## config.mk

```make
export PLATFORM = sky130hd
export DESIGN_NAME = bbq_ctrl
export DESIGN_NICKNAME = d
export VERILOG_FILES = /design/src/hw/rtl/bbq_pkg.sv /design/src/hw/rtl/bbq_ctrl.sv
export VERILOG_INCLUDE_DIRS = /design/src /design/src/hw/rtl
export SDC_FILE = /design/constraint.sdc
export NUM_CORES = 1
export LEC_CHECK = 0
export BUFFER_PORTS_ARGS = -buffer_cell sky130_fd_sc_hd__buf_4
export CORE_AREA = 5 5 42 44
export CTS_CLUSTER_SIZE = 10
export DETAILED_ROUTE_END_ITERATION = 8
export DIE_AREA = 0 0 47 49
export RECOVER_POWER = 100
export SYNTH_ARGS = -nofsm -noshare
export SYNTH_HDL_FRONTEND = slang
export SYNTH_SLANG_ARGS = --single-unit
```

## constraint.sdc

```tcl
create_clock -name clk -period 1.7 [get_ports clk]
set_input_delay 0.085 -clock clk [delete_from_list [all_inputs] [get_ports clk]]
set_output_delay 0.085 -clock clk [all_outputs]
set_load 0.03 [all_outputs]
```

## src/hw/rtl/byte_budget_packet_hold_queue_defines.svh

```systemverilog
// assertion macros shared by the hold queue modules
// expects clk and rst_n in the scope of every use
`ifndef BYTE_BUDGET_PACKET_HOLD_QUEUE_DEFINES_SVH
`define BYTE_BUDGET_PACKET_HOLD_QUEUE_DEFINES_SVH

// same-cycle implication
`define BBQ_ASSERT_NOW(lbl, ante, cons, msg) \
    lbl: assert property (@(posedge clk) disable iff (!rst_n) (ante) |-> (cons)) \
        else $error(msg);

// next-cycle implication
`define BBQ_ASSERT_NEXT(lbl, ante, cons, msg) \
    lbl: assert property (@(posedge clk) disable iff (!rst_n) (ante) |=> (cons)) \
        else $error(msg);

`endif

```

## src/hw/rtl/bbq_pkg.sv

```systemverilog
// shared constants, codes and types of the byte budget packet hold queue
// no dependencies
package bbq_pkg;

    localparam int RING_DEPTH  = 16384;
    localparam int RING_AW     = $clog2(RING_DEPTH);
    localparam int RELEASE_CAP = 63;
    localparam int N_W         = 6;
    localparam int BUF_DEPTH   = 1 << N_W;
    localparam int USED_W      = 22;

    localparam int MODE_W   = 2;
    localparam int ID_W     = 32;
    localparam int LEN_W    = 16;
    localparam int GRANT_W  = 32;
    localparam int TIME_W   = 48;
    localparam int HELD_W   = 40;
    localparam int BUDGET_W = 48;
    localparam int INFLOW_W = 48;
    localparam int CAUSE_W  = 2;
    localparam int DELAY_W  = 32;

    localparam logic [DELAY_W-1:0] MAX_DELAY_RESET = 32'd25000000;

    localparam logic [MODE_W-1:0] MODE_ARRIVE = 2'd0;
    localparam logic [MODE_W-1:0] MODE_GRANT  = 2'd1;
    localparam logic [MODE_W-1:0] MODE_TICK   = 2'd2;
    localparam logic [MODE_W-1:0] MODE_READ   = 2'd3;

    localparam logic [CAUSE_W-1:0] CAUSE_OVERFLOW = 2'd0;
    localparam logic [CAUSE_W-1:0] CAUSE_AGE      = 2'd1;
    localparam logic [CAUSE_W-1:0] CAUSE_BUDGET   = 2'd2;

    typedef struct packed {
        logic               capture;
        logic               pop;
        logic [CAUSE_W-1:0] cause;
        logic               push;
        logic               grant;
        logic               clear_inflow;
        logic               settle;
        logic               emit_adv;
    } cmd_t;

    typedef struct packed {
        logic empty;
        logic full;
        logic overdue;
        logic cap_hit;
        logic budget_zero;
        logic budget_take;
        logic budget_stop;
        logic emit_last;
    } status_t;

    typedef struct packed {
        logic [ID_W-1:0]   id;
        logic [LEN_W-1:0]  len;
        logic [TIME_W-1:0] stamp;
    } slot_t;

    typedef struct packed {
        logic [ID_W-1:0]    id;
        logic [LEN_W-1:0]   len;
        logic [CAUSE_W-1:0] cause;
    } rel_t;

endpackage

```

## src/hw/rtl/bbq_ctrl.sv

```systemverilog
// controller state machine of the hold queue: sequences arrival, grant, tick and read
// depends on bbq_pkg and byte_budget_packet_hold_queue_defines.svh
`include "byte_budget_packet_hold_queue_defines.svh"

module bbq_ctrl (
    input  logic                       clk,
    input  logic                       rst_n,
    input  logic                       in_valid,
    input  logic [bbq_pkg::MODE_W-1:0] in_mode,
    output logic                       in_ready,
    output logic                       out_valid,
    input  logic                       out_ready,
    input  bbq_pkg::status_t           st,
    output bbq_pkg::cmd_t              cmd
);

    localparam logic [2:0] S_IDLE   = 3'd0;
    localparam logic [2:0] S_ARRIVE = 3'd1;
    localparam logic [2:0] S_GRANT  = 3'd2;
    localparam logic [2:0] S_READ   = 3'd3;
    localparam logic [2:0] S_AGE    = 3'd4;
    localparam logic [2:0] S_BUDGET = 3'd5;
    localparam logic [2:0] S_SETTLE = 3'd6;
    localparam logic [2:0] S_EMIT   = 3'd7;

    logic [2:0] state_reg;
    logic [2:0] state_next;

    always_ff @(posedge clk or negedge rst_n)
    begin
        if (!rst_n)
        begin
            state_reg <= S_IDLE;
        end
        else
        begin
            state_reg <= state_next;
        end
    end

    assign in_ready  = (state_reg == S_IDLE);
    assign out_valid = (state_reg == S_EMIT);

    always_comb
    begin
        cmd        = '0;
        state_next = state_reg;
        case (state_reg)
            S_IDLE:
            begin
                if (in_valid)
                begin
                    cmd.capture = 1'b1;
                    case (in_mode)
                        bbq_pkg::MODE_ARRIVE: state_next = S_ARRIVE;
                        bbq_pkg::MODE_GRANT:  state_next = S_GRANT;
                        bbq_pkg::MODE_TICK:   state_next = S_AGE;
                        bbq_pkg::MODE_READ:   state_next = S_READ;
                        default:              state_next = S_SETTLE;
                    endcase
                end
            end
            S_ARRIVE:
            begin
                // ring full: the oldest item leaves before the new one goes in
                cmd.push = 1'b1;
                if (st.full)
                begin
                    cmd.pop   = 1'b1;
                    cmd.cause = bbq_pkg::CAUSE_OVERFLOW;
                end
                state_next = S_SETTLE;
            end
            S_GRANT:
            begin
                cmd.grant  = 1'b1;
                state_next = S_SETTLE;
            end
            S_READ:
            begin
                cmd.clear_inflow = 1'b1;
                state_next       = S_SETTLE;
            end
            S_AGE:
            begin
                if (!st.empty && !st.cap_hit && st.overdue)
                begin
                    cmd.pop   = 1'b1;
                    cmd.cause = bbq_pkg::CAUSE_AGE;
                end
                else if (st.budget_zero)
                begin
                    state_next = S_SETTLE;
                end
                else
                begin
                    state_next = S_BUDGET;
                end
            end
            S_BUDGET:
            begin
                if (!st.empty && !st.cap_hit && st.budget_take)
                begin
                    cmd.pop   = 1'b1;
                    cmd.cause = bbq_pkg::CAUSE_BUDGET;
                    if (st.budget_stop)
                    begin
                        state_next = S_SETTLE;
                    end
                end
                else
                begin
                    state_next = S_SETTLE;
                end
            end
            S_SETTLE:
            begin
                cmd.settle = 1'b1;
                state_next = S_EMIT;
            end
            S_EMIT:
            begin
                if (out_ready)
                begin
                    cmd.emit_adv = 1'b1;
                    if (st.emit_last)
                    begin
                        state_next = S_IDLE;
                    end
                end
            end
            default:
            begin
                state_next = S_IDLE;
            end
        endcase
    end

    `BBQ_ASSERT_NEXT(a_accept_starts_work, in_valid && in_ready,
        state_reg != S_IDLE && state_reg != S_EMIT, "accepted item did not start work")
    `BBQ_ASSERT_NEXT(a_last_returns_idle, out_valid && out_ready && st.emit_last,
        state_reg == S_IDLE, "block not idle after last result")
    `BBQ_ASSERT_NOW(a_pop_in_work_state, cmd.pop,
        state_reg == S_ARRIVE || state_reg == S_AGE || state_reg == S_BUDGET,
        "ring pop outside a release state")

endmodule

```

-- Yosys cells after proc, flatten, opt, wreduce, memory -nomap -nowiden
Cells that the tools add are included.
- output and inout bits: 11
- bits in registers: 3
- word-level logic and storage cells: 46
- input bits: 14
- eq/ne operators: 15
- mux-type cells: 21
- reduce and logical (&&, ||, !) cells: 9
- operators with widths (cell ; count):
    $mux 3 ; 9
    $pmux 3 s6 ; 1
    $eq 3x3->1 const B ; 4
    $pmux 3 s4 ; 1
    $pmux 3 s3 ; 1
    $mux 1 ; 8
    $eq 3x2->1 const B ; 2
    $reduce_and 5->1 ; 1
    $eq 2x2->1 const B ; 2
    $ne 2x1->1 const B ; 2
    $ne 2x2->1 const B ; 2
    $eq 3x1->1 const B ; 1
    $logic_and 1x1->1 ; 3
    $logic_not 3->1 ; 1
    $ne 3x3->1 const B ; 1
    $reduce_or 3->1 ; 1
    $eq 2x1->1 const B ; 1
    $logic_not 1->1 ; 2
    $logic_not 2->1 ; 1
    $mux 2 ; 1

-- Longest topological paths before layout
- word-level depth: 5
- mapped depth: 5
- depth with buffers taken out: 5

-- Least setup slack after synthesis
Ideal clock, no wire load.
- path kind: reg-to-output
- start: register state_reg[0]
- end: output cmd[7] in the netlist's numbering
- arrival: 1783 ps
- path buffers: 1
- setup slack: -168 ps
- data required time: 1615 ps
- cell stages (with the launch flop): 4
- path through: dfrtp_1 clkbuf_1 nor3b_1 a211o_1
- RTL lines (element ; RTL line ; source):
    start: declaration ; bbq_ctrl.sv:26 ; logic [2:0] state_reg;
    start signal: assignment ; bbq_ctrl.sv:37 ; state_reg <= state_next;
    end: declaration ; bbq_ctrl.sv:14 ; output bbq_pkg::cmd_t cmd

==> metrics.md <==
| Metric | Value |
|---|---|
| Status | `completed` |
| Area Overhead vs Synth | `67.9%` |
| Post-route ant nets | `0` |
| CTS root buf | `clkbuf_4` |
| Final HPWL DP | `891 um` |
| Startpoint types | `flop` |
| Max VDD drop | `0.642 mV` |
| Fin nets | `94` |
| Flops & latches, synth | `3` |
| Max H-tree Level | `1` |
| Highest-delay cell along the critical path | `or3_4` |
| # DRC | `0` |
| Clock slew at reported path FFs | `0.04 ns` |
| Critical Path RT | `1.62 ns` |
| Vias per Instance | `5.01` |
| Number of max-cap violations | `0` |
| R2r setup slk | `0.21 ns` |
| Hold-critical path endpoint | `state_reg[1]$_DFFE_PN0P_` |
| P_int | `431 uW` |
| Static leakage | `0.315 nW` |
| Die area | `2300 um2` |
| Sequential Power Share | `0.185` |
| Fillers | `149` |
| Slew HR | `0.853` |
| Syn Inst Count | `48` |
| Via count | `456` |
| Tot GR Track Use | `0.109` |
| Mapped Nets | `66` |
| Die height | `49 um` |
| Type of the worst setup path | `reg -> out` |
| Max FFs per register | `3` |
| Final core occ | `0.462` |
| # IOs | `25` |
| First-pass GRT wire length | `1.88 mm` |
| Clk pwr share | `0.160` |
| Core ar. | `1400 um2` |
| Finished Layout Cells | `91` |
| R2R cell count | `4` |
| Max-slew violations | `0` |
| Avg Inst Size Synth | `8.03 um2` |
| Placed Cells | `85` |
| Minimum clock period | `1.64 ns` |
| Final setup viols | `0` |
| Initial Utilization | `0.275` |
| Most common cell on crit path | `buf_4` |
| Top delay family on crit path | `simple AND/OR/NAND/NOR gates` |
| Clk sinks | `3` |
| CP arrival | `1.56 ns` |
| Initial antenna violation count | `0` |
| DRT Wirelength | `1.19 mm` |
| CP endpoint kind | `primary output` |
| Combinational power share | `0.654` |
| WL/cell | `13.1 um` |
| Power density cells | `1290 nW/um2` |
| Grt ovf | `0` |
| Slew @ Worst Pin | `0.219 ns` |
| Synthesized area | `385 um2` |
| CP Cell Sequence | `buf_4 > or3_4 > inv_1 > and2_1 > buf_4` |
| Pwr Total | `837 uW` |
| Number of global-route vias before repair | `447` |
| Period utilization | `0.966` |
| Latest clock arrival within the worst-skew pair | `0.24 ns` |
| Final Hold Violating Endpoints | `0` |
| IO buf count | `24` |
| FF-to-FF Start | `state_reg[1]$_DFFE_PN0P_` |
| Final Wtd Congestion | `0.779` |
| Max Freq | `0.609 GHz` |
| CP Launch Point | `state_reg[2]$_DFFE_PN0P_` |
| Core Rows | `14` |
| Reg2reg end | `state_reg[1]$_DFFE_PN0P_` |
| Count of different cell masters after synthesis | `28` |
| TritonRoute pass-1 iters | `4` |
| Origin of the worst min-delay path | `st[0]` |
| Worst min path class | `in -> reg` |
| Worst hold margin | `0.137 ns` |
| Max FO, Critical Path | `10` |
| CTS tree | `done` |
| Layout cells sized above 1 | `0.507` |
| DRT iter0 DRCs | `8` |
| Ys Warns | `0` |
| Worst Hold Path Cells | `4` |
| Clock Skews | `0.00459 ns` |
| Sw frac | `0.485` |
| Chip Width | `47 um` |
| Largest net degree at the start of global routing | `13` |
| Switch Pwr | `406 uW` |
| Ant. Diodes | `0` |
| Max incr delay on CP | `0.41 ns` |
| Maximum root-to-sink buffer count | `2` |
| CTS Buf Count | `3` |
| Sequential share of the synthesized area | `0.195` |
| Crit path buffers/inverters | `3` |
## power groups by stage
stage / Sequential, mW / Combinational [mW] / Clock (mW)
after CTS: 0.151 / 0.538 / 0.135
after global placement: 0.150 / 0.531 / 0
after global routing: 0.163 / 0.585 / 0.141
after detailed placement: 0.151 / 0.529 / 0
after floorplan: 0.118 / 0.408 / 0
final: 0.155 / 0.548 / 0.134
## worst min-delay path, delay by kind of cell
family                 cells  cell delay [ns]
buffers and inverters      1             0.07
AO/OA/AOI/OAI              1             0.06
AND/OR/NAND/NOR            2             0.12
## final cells by class
class / count / area (um2) / share of cell area
multi-input cells: 37 / 300 / 0.464
repair buffers: 28 / 213 / 0.329
flip-flops and latches: 3 / 76.3 / 0.118
clock buffers: 4 / 26.3 / 0.0406
well taps: 16 / 20.0 / 0.0309
inverters: 3 / 11.3 / 0.0174
## synthesized netlist by cell type (all sizes together)
cell     number  area share
a2bb2oi       1       0.023
nor3          1       0.013
or4b          1       0.026
a21boi        1       0.019
inv           3       0.029
nand3b        1       0.019
o221ai        1       0.039
clkbuf        2       0.019
o21ba         1       0.026
nand2b        2       0.032
buf           3       0.062
dfrtp         3        0.19
or4           1       0.019
o31ai         2       0.039
a21oi         2       0.026
nand2         4       0.039
a211o         1       0.023
and2          2       0.032
o21ai         2       0.026
or3           2       0.032
nor2          4       0.052
ha            4        0.13
and3b         1       0.023
and3          1       0.016
nor3b         2       0.039
## metrics by stage
step                      area [um2]  setup WS, ns  TNS [ns]
after floorplan                  409        0.0816         0
after global placement           593         0.202         0
after detailed placement         593         0.179         0
after CTS                        633        0.0206         0
after global routing             647       -0.0107   -0.0107
final                            647        0.0582         0
## cells by family (layout without fill, tap and decap cells)
kind of cell,Yosys count,in the layout,share of synthesized area
simple gates,22,22,0.344
fa+ha+maj,4,4,0.130
buf+inv,8,35,0.110
compound gates,11,11,0.221
flops,3,3,0.195
## routing by layer
layer  up-vias  share of wire  track usage
met4         0              0       0.0276
li1        223              -            -
met5         -              0            0
met3         0           0.10       0.0517
met2        25           0.50        0.158
met1       208           0.39        0.142
## how the worst max path moves through the flow
stage,to,slack (ns),cells after the start
detailed placement,cmd[7],0.18,4
global placement,cmd[7],0.20,4
floorplan,cmd[7],0.08,5
finish,cmd[8],0.06,5
CTS,cmd[8],0.02,5
global route,cmd[8],-0.01,5
## what timing repair did
item / CTS / global route
gates resized for setup: 1 / 3
endpoints found under the setup margin: 3 / 2
setup buffers: 0 / 1
hold buffers: 1 / 0
pin swaps: 0 / 3
hold endpoints to repair: 3 / 0
## placed cells by master (no fill, tap or decap)
cell type | synthesis | final
a2bb2oi_1 | 1 | 1
o31ai_1 | 2 | 2
or3_4 | 0 | 1
nor3_1 | 1 | 1
ha_1 | 4 | 4
nand2_1 | 4 | 4
and3b_1 | 1 | 1
or4_1 | 1 | 1
clkbuf_4 | 0 | 3
inv_1 | 3 | 3
and2_1 | 2 | 2
and3_1 | 1 | 1
buf_6 | 1 | 1
nor2_1 | 2 | 2
nand3b_1 | 1 | 1
dfrtp_1 | 3 | 2
a211o_4 | 0 | 1
nor3b_2 | 0 | 1
nor3b_1 | 2 | 1
buf_4 | 1 | 25
clkbuf_1 | 2 | 2
nand2b_1 | 2 | 2
or3_1 | 2 | 1
a21oi_1 | 2 | 2
a21boi_0 | 1 | 1
dlygate4sd3_1 | 0 | 1
o21ba_2 | 1 | 1
o21ai_0 | 2 | 2
nor2_4 | 0 | 2
or4b_4 | 0 | 1
o221ai_2 | 1 | 1
dfrtp_2 | 0 | 1
No activity file was read; power rests on OpenSTA's default activity.
